$ cat src/rtl/core/urrf_pkg.sv
package urrf_pkg;

    localparam int BYTE_W        = 8;
    localparam int RELAY_N       = 4;
    localparam int OVERSAMPLE    = 3;
    localparam int FIRST_DELAY   = 4;
    localparam int FRAME_SLOTS   = 9;
    localparam int QUEUE_DEPTH   = 2;

    localparam logic [BYTE_W-1:0] HEADER_RESET = 8'hA5;

    typedef enum logic [2:0] {
        FS_IDLE = 3'b001,
        FS_MASK = 3'b010,
        FS_CMD  = 3'b100
    } t_frame_state;

    // sampler -> decoder word
    typedef struct packed {
        logic              got;
        logic [BYTE_W-1:0] value;
    } t_byte_evt;

    typedef struct packed {
        logic [RELAY_N-1:0] relay_levels;
        logic               byte_valid;
        logic [BYTE_W-1:0]  byte_value;
        logic               frame_done;
    } t_result;

endpackage

$ cat src/rtl/core/urrf_fifo.sv
module urrf_fifo #(
    parameter int WIDTH = 8,
    parameter int DEPTH = urrf_pkg::QUEUE_DEPTH
) (
    input  logic             i_clk,
    input  logic             i_rst_n,
    input  logic             i_wr,
    input  logic [WIDTH-1:0] i_wdata,
    output logic             o_full,
    input  logic             i_rd,
    output logic [WIDTH-1:0] o_rdata,
    output logic             o_empty
);

    localparam int PW = (DEPTH > 1) ? $clog2(DEPTH) : 1;
    localparam int CW = $clog2(DEPTH + 1);

    logic [WIDTH-1:0] r_mem [DEPTH];
    logic [PW-1:0]    r_wp, n_wp, r_rp, n_rp;
    logic [CW-1:0]    r_cnt, n_cnt;
    logic             wr_en, rd_en;

    assign o_full  = (r_cnt == CW'(DEPTH));
    assign o_empty = (r_cnt == '0);
    assign wr_en   = i_wr && !o_full;
    assign rd_en   = i_rd && !o_empty;
    assign o_rdata = r_mem[r_rp];

    always_comb begin
        n_wp  = r_wp;
        n_rp  = r_rp;
        n_cnt = r_cnt;
        if (wr_en) begin
            n_wp = (r_wp == PW'(DEPTH - 1)) ? '0 : r_wp + 1'b1;
        end
        if (rd_en) begin
            n_rp = (r_rp == PW'(DEPTH - 1)) ? '0 : r_rp + 1'b1;
        end
        unique case ({wr_en, rd_en})
            2'b10:   n_cnt = r_cnt + 1'b1;
            2'b01:   n_cnt = r_cnt - 1'b1;
            default: n_cnt = r_cnt;
        endcase
    end

    always_ff @(posedge i_clk) begin
        if (!i_rst_n) begin
            r_wp  <= '0;
            r_rp  <= '0;
            r_cnt <= '0;
        end else begin
            r_wp  <= n_wp;
            r_rp  <= n_rp;
            r_cnt <= n_cnt;
        end
    end

    always_ff @(posedge i_clk) begin
        if (wr_en) begin
            r_mem[r_wp] <= i_wdata;
        end
    end

endmodule

$ cat src/rtl/core/urrf_front.sv
module urrf_front #(
    parameter int OVERSAMPLE  = urrf_pkg::OVERSAMPLE,
    parameter int FIRST_DELAY = urrf_pkg::FIRST_DELAY,
    parameter int FRAME_SLOTS = urrf_pkg::FRAME_SLOTS
) (
    input  logic                i_clk,
    input  logic                i_rst_n,
    input  logic                i_valid,
    input  logic                i_rx_level,
    output urrf_pkg::t_byte_evt o_evt
);

    localparam int TMAX = (OVERSAMPLE > FIRST_DELAY) ? OVERSAMPLE : FIRST_DELAY;
    localparam int TW   = $clog2(TMAX + 1);
    localparam int BW   = $clog2(FRAME_SLOTS + 1);
    localparam int DW   = urrf_pkg::BYTE_W;

    logic          r_receiving, n_receiving;
    logic [TW-1:0] r_tick, n_tick;
    logic [BW-1:0] r_bits, n_bits;
    logic [DW-1:0] r_shift, n_shift;
    logic [TW-1:0] tick_dec;
    logic [BW-1:0] bits_dec;

    assign tick_dec = r_tick - 1'b1;
    assign bits_dec = r_bits - 1'b1;

    always_comb begin
        n_receiving = r_receiving;
        n_tick      = r_tick;
        n_bits      = r_bits;
        n_shift     = r_shift;
        o_evt.got   = 1'b0;
        o_evt.value = '0;
        if (i_valid) begin
            if (r_receiving) begin
                if (tick_dec == '0) begin
                    n_tick = TW'(OVERSAMPLE);
                    n_bits = bits_dec;
                    if (bits_dec == '0) begin
                        // stop slot: deliver, line level ignored
                        n_receiving = 1'b0;
                        o_evt.got   = 1'b1;
                        o_evt.value = r_shift;
                    end else begin
                        n_shift = {i_rx_level, r_shift[DW-1:1]};
                    end
                end else begin
                    n_tick = tick_dec;
                end
            end else if (!i_rx_level) begin
                n_receiving = 1'b1;
                n_tick      = TW'(FIRST_DELAY);
                n_bits      = BW'(FRAME_SLOTS);
            end
        end
    end

    always_ff @(posedge i_clk) begin
        if (!i_rst_n) begin
            r_receiving <= 1'b0;
            r_tick      <= '0;
            r_bits      <= '0;
            r_shift     <= '0;
        end else begin
            r_receiving <= n_receiving;
            r_tick      <= n_tick;
            r_bits      <= n_bits;
            r_shift     <= n_shift;
        end
    end

endmodule

$ cat src/rtl/core/urrf_back.sv
module urrf_back (
    input  logic                          i_clk,
    input  logic                          i_rst_n,
    input  logic                          i_cfg_we,
    input  logic [urrf_pkg::BYTE_W-1:0]   i_cfg_wdata,
    input  logic                          i_valid,
    input  urrf_pkg::t_byte_evt           i_evt,
    output urrf_pkg::t_result             o_res
);

    localparam int RN = urrf_pkg::RELAY_N;

    logic [urrf_pkg::BYTE_W-1:0] r_header;
    urrf_pkg::t_frame_state      r_state, n_state;
    logic [RN-1:0]               r_mask, n_mask;
    logic [RN-1:0]               r_relay, n_relay;
    logic                        done;

    always_comb begin
        n_state = r_state;
        n_mask  = r_mask;
        n_relay = r_relay;
        done    = 1'b0;
        if (i_valid && i_evt.got) begin
            if (i_evt.value == r_header) begin
                // header always restarts the frame
                n_state = urrf_pkg::FS_MASK;
            end else begin
                unique case (r_state)
                    urrf_pkg::FS_IDLE: n_state = urrf_pkg::FS_IDLE;
                    urrf_pkg::FS_MASK: begin
                        n_mask  = i_evt.value[RN-1:0];
                        n_state = urrf_pkg::FS_CMD;
                    end
                    urrf_pkg::FS_CMD: begin
                        n_relay = (r_relay & ~r_mask)
                                | ((i_evt.value != '0) ? r_mask : '0);
                        n_state = urrf_pkg::FS_IDLE;
                        done    = 1'b1;
                    end
                    default: n_state = urrf_pkg::FS_IDLE;
                endcase
            end
        end
        o_res.relay_levels = n_relay;
        o_res.byte_valid   = i_evt.got;
        o_res.byte_value   = i_evt.value;
        o_res.frame_done   = done;
    end

    always_ff @(posedge i_clk) begin
        if (!i_rst_n) begin
            r_header <= urrf_pkg::HEADER_RESET;
            r_state  <= urrf_pkg::FS_IDLE;
            r_relay  <= '0;
        end else begin
            if (i_cfg_we) begin
                r_header <= i_cfg_wdata;
            end
            r_state <= n_state;
            r_relay <= n_relay;
        end
    end

    // written by the mask slot before any read
    always_ff @(posedge i_clk) begin
        r_mask <= n_mask;
    end

endmodule

$ cat src/rtl/core/uart_rx_relay_frame_controller_core.sv
// channel   direction  handshake            word
// sample    in         push / full          i_rx_level
// result    out        pop / empty          o_relay_levels, o_byte_valid,
//                                           o_byte_value, o_frame_done
// config    in         i_cfg_we (no wait)   i_cfg_wdata = header byte
//
// One sample in and one result out per cycle, sustained while the result side
// pops every word; a sample's result is registered in the middle queue and then
// in the output queue (sampler -> 2-word queue -> frame decoder -> 2-word output queue).
// Reset is synchronous, active low; both queues come up empty.
// A stalled output fills the output queue, then the middle queue, then full
// rises; the sampler and decoder each hold while their downstream is full.
module uart_rx_relay_frame_controller_core #(
    parameter int OVERSAMPLE  = urrf_pkg::OVERSAMPLE,
    parameter int FIRST_DELAY = urrf_pkg::FIRST_DELAY,
    parameter int FRAME_SLOTS = urrf_pkg::FRAME_SLOTS,
    parameter int QUEUE_DEPTH = urrf_pkg::QUEUE_DEPTH
) (
    input  logic                                i_clk,
    input  logic                                i_rst_n,
    input  logic                                push,
    output logic                                full,
    input  logic                                i_rx_level,
    output logic                                empty,
    input  logic                                pop,
    output logic [urrf_pkg::RELAY_N-1:0]        o_relay_levels,
    output logic                                o_byte_valid,
    output logic [urrf_pkg::BYTE_W-1:0]         o_byte_value,
    output logic                                o_frame_done,
    input  logic                                i_cfg_we,
    input  logic [urrf_pkg::BYTE_W-1:0]         i_cfg_wdata
);

    urrf_pkg::t_byte_evt front_evt, mid_evt;
    urrf_pkg::t_result   back_res, out_res;
    logic                accept, mid_empty, out_full, back_go;

    assign accept  = push && !full;
    assign back_go = !mid_empty && !out_full;

    urrf_front #(
        .OVERSAMPLE (OVERSAMPLE),
        .FIRST_DELAY(FIRST_DELAY),
        .FRAME_SLOTS(FRAME_SLOTS)
    ) u_front (
        .i_clk     (i_clk),
        .i_rst_n   (i_rst_n),
        .i_valid   (accept),
        .i_rx_level(i_rx_level),
        .o_evt     (front_evt)
    );

    urrf_fifo #(
        .WIDTH($bits(urrf_pkg::t_byte_evt)),
        .DEPTH(QUEUE_DEPTH)
    ) u_mid_q (
        .i_clk  (i_clk),
        .i_rst_n(i_rst_n),
        .i_wr   (accept),
        .i_wdata(front_evt),
        .o_full (full),
        .i_rd   (back_go),
        .o_rdata(mid_evt),
        .o_empty(mid_empty)
    );

    urrf_back u_back (
        .i_clk      (i_clk),
        .i_rst_n    (i_rst_n),
        .i_cfg_we   (i_cfg_we),
        .i_cfg_wdata(i_cfg_wdata),
        .i_valid    (back_go),
        .i_evt      (mid_evt),
        .o_res      (back_res)
    );

    urrf_fifo #(
        .WIDTH($bits(urrf_pkg::t_result)),
        .DEPTH(QUEUE_DEPTH)
    ) u_out_q (
        .i_clk  (i_clk),
        .i_rst_n(i_rst_n),
        .i_wr   (back_go),
        .i_wdata(back_res),
        .o_full (out_full),
        .i_rd   (pop),
        .o_rdata(out_res),
        .o_empty(empty)
    );

    assign o_relay_levels = out_res.relay_levels;
    assign o_byte_valid   = out_res.byte_valid;
    assign o_byte_value   = out_res.byte_value;
    assign o_frame_done   = out_res.frame_done;

endmodule

$ cat config.mk
export PLATFORM = sky130hd
export DESIGN_NAME = uart_rx_relay_frame_controller_core
export DESIGN_NICKNAME = d
export VERILOG_FILES = /design/src/rtl/core/urrf_pkg.sv /design/src/rtl/core/urrf_fifo.sv /design/src/rtl/core/urrf_front.sv /design/src/rtl/core/urrf_back.sv /design/src/rtl/core/uart_rx_relay_frame_controller_core.sv
export SDC_FILE = /design/constraint.sdc
export NUM_CORES = 1
export LEC_CHECK = 0
export BUFFER_PORTS_ARGS = -buffer_cell sky130_fd_sc_hd__buf_2
export CORE_UTILIZATION = 39
export CTS_BUF_LIST = sky130_fd_sc_hd__clkbuf_4
export CTS_CLUSTER_SIZE = 10
export DETAILED_ROUTE_END_ITERATION = 7
export SLEW_MARGIN = 0
export SYNTH_ARGS = -nofsm -noshare
export SYNTH_HDL_FRONTEND = slang
export SYNTH_HIERARCHICAL = 1
export SYNTH_SLANG_ARGS = --single-unit
export TNS_END_PERCENT = 1
$ cat constraint.sdc
create_clock -name i_clk -period 4.9 [get_ports i_clk]
set_clock_uncertainty 0.05 [all_clocks]
set_input_delay 0.49 -clock i_clk [delete_from_list [all_inputs] [get_ports i_clk]]
set_output_delay 0.49 -clock i_clk [all_outputs]
set_load 0.005 [all_outputs]
* Yosys cells after proc, flatten, opt, wreduce, memory -nomap -nowiden *
Memory sizes are Yosys's and may differ from the RTL's. A register that Yosys moved wholly into a read port is not among the register bits.
Index checks and enable logic that the tools add are counted.

storage, ports and cells
  bits in registers = 43
  memory bits (writable) = 46
  memories kept = 2

cells by class
  add/subtract/negate cells = 10
  equality and inequality tests = 11
  mux-type cells = 37
  bitwise operators = 5
  reduce and logical (&&, ||, !) cells = 22

memory list
  memory         depth  width  read ports  clocked after memory_dff  write ports  RTL line         RTL
  u_out_q.r_mem  2      14     1           1                         1            urrf_fifo.sv:18  logic [WIDTH-1:0] r_mem [DEPTH];
  u_mid_q.r_mem  2      9      1           1                         1            urrf_fifo.sv:18

operators with widths
  kind                                                 number
  2-to-1 mux 9 bit                                     4
  2-to-1 mux 4 bit                                     7
  2-to-1 mux 1 bit                                     19
  2-to-1 mux 3 bit                                     5
  equality test 2 bit, second input constant           4
  equality test 8 bit                                  1
  one-hot mux 2 bit (2 select lines)                   2
  nonzero test 8 bit                                   1
  logical AND 1 bit                                    7
  AND reduction 3 bit                                  2
  adder 1 bit, second input constant                   4
  adder 2 x 1 -> 2 bit, second input constant          2
  AND 4 bit                                            1
  equality test 2 x 1 -> 1 bit, second input constant  2
  logical NOT 1 bit                                    4
  logical NOT 2 bit                                    2
  logical NOT 4 bit                                    1
  NOT 4 bit                                            1
  OR 4 bit                                             1
  AND reduction 4 bit                                  1
  nonzero test 2 bit                                   2
  subtractor 2 x 1 -> 2 bit, second input constant     2
  subtractor 4 x 1 -> 4 bit, second input constant     1
  equality test 3 x 2 -> 1 bit, second input constant  1
  7 further kinds                                      8

* Longest topological paths before layout *
  word-level depth = 6
  gate-level depth with buffers = 8

* By module *
Netlist, hierarchy kept.

modules (own cells, without submodules)
  module                               times used  cells each  area each (µm²)  sequential area each (µm²)
  urrf_fifo at u_out_q                 1           69          1239.9           940.9
  urrf_back                            1           100         1027.2           420.4
  urrf_fifo at u_mid_q                 1           54          883.3            640.6
  urrf_front                           1           94          859.6            320.3
  uart_rx_relay_frame_controller_core  1           2           17.5             0.0

* Worst setup path before layout *
Ideal clock, no wire load.

  path kind = register -> register
  from = register with a tool-made name
  to = memory u_out_q/r_mem[0][0] (netlist name), data pin
  library setup time = 0.252 ns
  data arrival time = 1.772 ns
  slack = 2.826 ns
  cell stages (with the launch flop) = 8
  buffers on the path = 2
  clock period less this slack = 2.074 ns
  path through = dfxtp_1 -> buf_2 -> mux2_2 -> xnor2_1 -> nand4_2 -> or2_2 -> and2_1 -> buf_4

RTL lines
  item           RTL line
  end, declared  urrf_fifo.sv:18

* Worst setup path after layout *
  from = register u_out_q.r_cnt[0]
  to = memory u_out_q/r_mem[0][4] (netlist name) (enable)

between the ends
  cells in the longest elaborated chain, start to end = 6

RTL lines
  item                                    RTL line                                   RTL
  start, declared                         urrf_fifo.sv:20                            logic [CW-1:0] r_cnt, n_cnt;
  start signal, assigned                  urrf_fifo.sv:54                            r_cnt <= n_cnt;
  equality test 2 bit                     urrf_fifo.sv:23                            assign o_full = (r_cnt == CW'(DEPTH));
  named net out_full                      uart_rx_relay_frame_controller_core.sv:36  logic accept, mid_empty, out_full, back_go;
  logical NOT 1 bit                       uart_rx_relay_frame_controller_core.sv:39  assign back_go = !mid_empty && !out_full;
  logical AND 1 bit                       uart_rx_relay_frame_controller_core.sv:39
  named net back_go                       uart_rx_relay_frame_controller_core.sv:36
  logical AND 1 bit                       urrf_fifo.sv:25                            assign wr_en = i_wr && !o_full;
  2-to-1 mux 1 bit                        urrf_fifo.sv:59                            if (wr_en) begin
  2-to-1 mux 1 bit (not written as such)  urrf_fifo.sv:60                            r_mem[r_wp] <= i_wdata;

The timed path passes the listed nets, and every way through them passes these cells.

==> results by group <==
Hold path
  – Worst hold path depth: 3
  – Hold path endpoint: u_back/r_header[0]
  – Min-delay src: i_cfg_wdata[0]
  – HP Class: input pin to register

Synth
  – Simple logic cell fraction of the synthesized area: 12.6%
  – Synth Area in XOR/XNOR: 3.82%
  – Ys Warns: 6
  – Yosys top cell area share: 37.3%
  – Mapped Nets: 339
  – Synth Cell Area: 4030 um^2
  – Avg Inst Size Synth: 12.6 um^2
  – Post-synth EDFFs: 50
  – Multiplexer share of the synthesized area: 10.4%
  – Post-synthesis cell type count: 54
  – Synth Area in Compound Gates: 9.26%
  – Adder-Cell Fraction of Synth Area: 1.86%
  – Synthesized flop and latch total: 91
  – Register area share after synthesis: 57.7%
  – Mapped Cells: 319
  – Area contributors post-synth: edfxtp_1 37%, dfxtp_1 20%, mux2_2 6.4%
  – Asr flop ratio synth: 0%
  – Cell taking the most area after synthesis: edfxtp_1
  – Largest family of logic cells by synthesized area: simple AND/OR/NAND/NOR gates
  – Main synth FF type: edfxtp_1

Power and ir drop
  – PwrDens: 504 nW/um^2
  – LEAKAGE: 0.00165 uW
  – Worst vdd ir: 190 uV
  – Power consumption: 2230 uW

STA
  – Setup violators final: 0
  – Final setup TNS: 0 ns
  – Final worst path period share: 48.7%
  – Slew Viols, Final: 0
  – Worst-Margin Slew: 0.672 ns
  – Tmin final: 2.39 ns
  – Unrepaired setup endpoints after global routing: false
  – Final Hold Viols: 0
  – Fmax: 419 MHz
  – Slew HR: 55.2%

Drt
  – Pre-antenna DRT Iters: 4
  – Drt initial violations: 58
  – Antenna-violating nets left: 0
  – # DRC: 0
  – WL met3: 173 um
  – Metal1 wirelength: 2920 um
  – Via count: 2,325
  – Met2 wire len: 3080 um
  – Avg Vias per Cell: 4.85
  – Uppermost layer routed: met4
  – DRT Wirelength: 6270 um
  – Routed wire per std cell: 13.1 um

Critical path
  – Crit end category: register
  – Arr. time, crit path: 2.39 ns
  – Worst Path Required: 4.91 ns
  – Worst R2R Start: u_out_q/r_cnt[0]
  – R2R setup slack: 2.51 ns
  – RR Endpoint: u_out_q/r_mem[0][4]
  – Startpoint types: register
  – Worst-path maximum fanout: 14
  – Worst-case reg-to-reg path depth: 6
  – Kind of critical path: register to register

Final layout
  – Final core utilization: 44.6%
  – Fin nets: 361
  – Area Overhead vs Synth: 9.69%
  – Sequential cell area: 2320 um^2
  – Area of the multi-input gates: 1530 um^2
  – Fill count: 948
  – Most common cell after layout, fill and taps aside: edfxtp_1
  – Diode count: 0
  – Layout cells sized above 1: 26.9%
  – Most frequent cells in the layout: 50 x edfxtp_1, 41 x dfxtp_1, 29 x buf_2, 23 x nand2_1, 23 x mux2_2

CTS
  – Clock root cell: clkbuf_4
  – Clock H-tree levels: 3
  – Worst-path clk slew: 0.15 ns
  – Cts hold-fix bufs: 0
  – Max clock buf depth: 2
  – Setup Buffers After CTS: 0
  – Post-CTS sizing: 0
  – Clk sinks: 91
  – CTS tree: yes
  – TritonCTS Buffers: 9
  – Clock latency on the worst-skew pair: 0.42 ns

Global route
  – Largest net degree at the start of global routing: 35
  – Vias in the first global route: 2,257
  – Antenna violations before repair: 0
  – Gr usage total: 12.7%
  – Global-route wire length before repair: 10,800 um
  – Gr ovfl total: 0

Job
  – Max-cap violations: 0

Placed design
  – Port-buffer cells: 29
  – GP Congestion: 0.678
  – Detailed Place HPWL: 4340 um

Floorplan
  – Die width: 104 um
  – CORE AREA: 9910 um^2
  – Die Ht: 104 um
  – Die ar.: 10,700 um^2
  – Initial Utilization: 40.6%
  – Row count: 36
  – Io pins: 30

Status
  – Run status: complete, no violations
## metrics by stage
stage / setup WS [ns] / hold WS, ns / cells / instance area [um^2]
final: 2.51 / 0.226 / 479 / 4420
after global routing: 2.31 / 0.210 / 479 / 4420
after CTS: 2.48 / 0.202 / 479 / 4420
after detailed placement: 2.51 / 0.397 / 463 / 4230
after global placement: 2.61 / 0.395 / 463 / 4230
after floorplan: 2.83 / 0.384 / 319 / 4030
## cells in the mapped netlist (5+ instances only)
master,number
nor2b_1,5
dfxtp_1,41
and2_1,13
nand2_1,23
buf_4,10
xnor2_1,12
nor2_1,12
edfxtp_1,50
mux2_2,23
mux2i_1,16
o21a_1,6
inv_1,14
nor3_1,5
ha_1,6
o21ai_0,11
## kinds of logic (layout without fill, tap and decap cells)
family | after synthesis | in the layout
AO/OA/AOI/OAI | 47 | 47
XOR/XNOR | 15 | 15
adder cells (fa/ha/maj) | 6 | 6
flip-flops | 91 | 91
buffers and inverters | 35 | 62
multiplexers | 39 | 39
AND/OR/NAND/NOR | 86 | 86
## sequential cells by signal, indices dropped and copies added, names as in the netlist, named ones only
| name | cells |
|---|---|
| u_out_q/r_mem | 28 |
| u_mid_q/r_mem | 18 |
| u_back/r_header | 8 |
| u_front/r_shift | 8 |
| u_back/r_mask | 4 |
| u_back/r_relay | 4 |
| u_front/r_bits | 4 |
| u_back/r_state | 3 |
| u_front/r_tick | 3 |
| u_mid_q/r_cnt | 2 |
| u_out_q/r_cnt | 2 |
| u_front/r_receiving | 1 |
| u_mid_q/r_rp | 1 |
| u_mid_q/r_wp | 1 |
| u_out_q/r_rp | 1 |
| u_out_q/r_wp | 1 |
## final cells by class
type / count / area share [%]
repair buffers: 29 / 3.29
clock buffers: 10 / 1.70
well taps: 133 / 3.77
inverters: 17 / 1.44
clock inverters: 6 / 2.61
multi-input cells: 193 / 34.6
flip-flops and latches: 91 / 52.6
## worst max-delay path: stages, from the launching register on
cell and delay [ns]:
dfxtp_1 0.43, nand2b_2 0.17, inv_2 0.04, nor2_1 0.39, inv_1 0.10, or3_1 0.38
inv_1 0.45
## where the power goes
| part | leakage, uW | switching [uW] | internal, uW | total (uW) |
|---|---|---|---|---|
| clock network | 0.0000968 | 243 | 266 | 509 |
| registers | 0.000803 | 83.8 | 1010 | 1090 |
| logic | 0.000753 | 325 | 300 | 625 |
## how the worst max path moves through the flow
stage,cells past startpoint,end,startpoint
6_report,6,u_out_q/r_mem[0][4],u_out_q/r_cnt[0]
5_1_grt,6,u_out_q/r_mem[0][3],u_out_q/r_cnt[0]
4_1_cts,6,u_out_q/r_mem[0][10],u_out_q/r_cnt[0]
3_5_place_dp,6,u_out_q/r_mem[0][7],u_out_q/r_cnt[0]
3_3_place_gp,6,u_out_q/r_mem[0][6],u_out_q/r_cnt[0]
2_1_floorplan,7,u_out_q/r_mem[0][0],register
## per-layer routing
layer,track usage [%],up-vias
li1,-,1182
met1,15.4,1098
met2,21.5,36
met3,2.71,9
met4,5.90,0
met5,0,-
(Power assumes the default switching activity.)
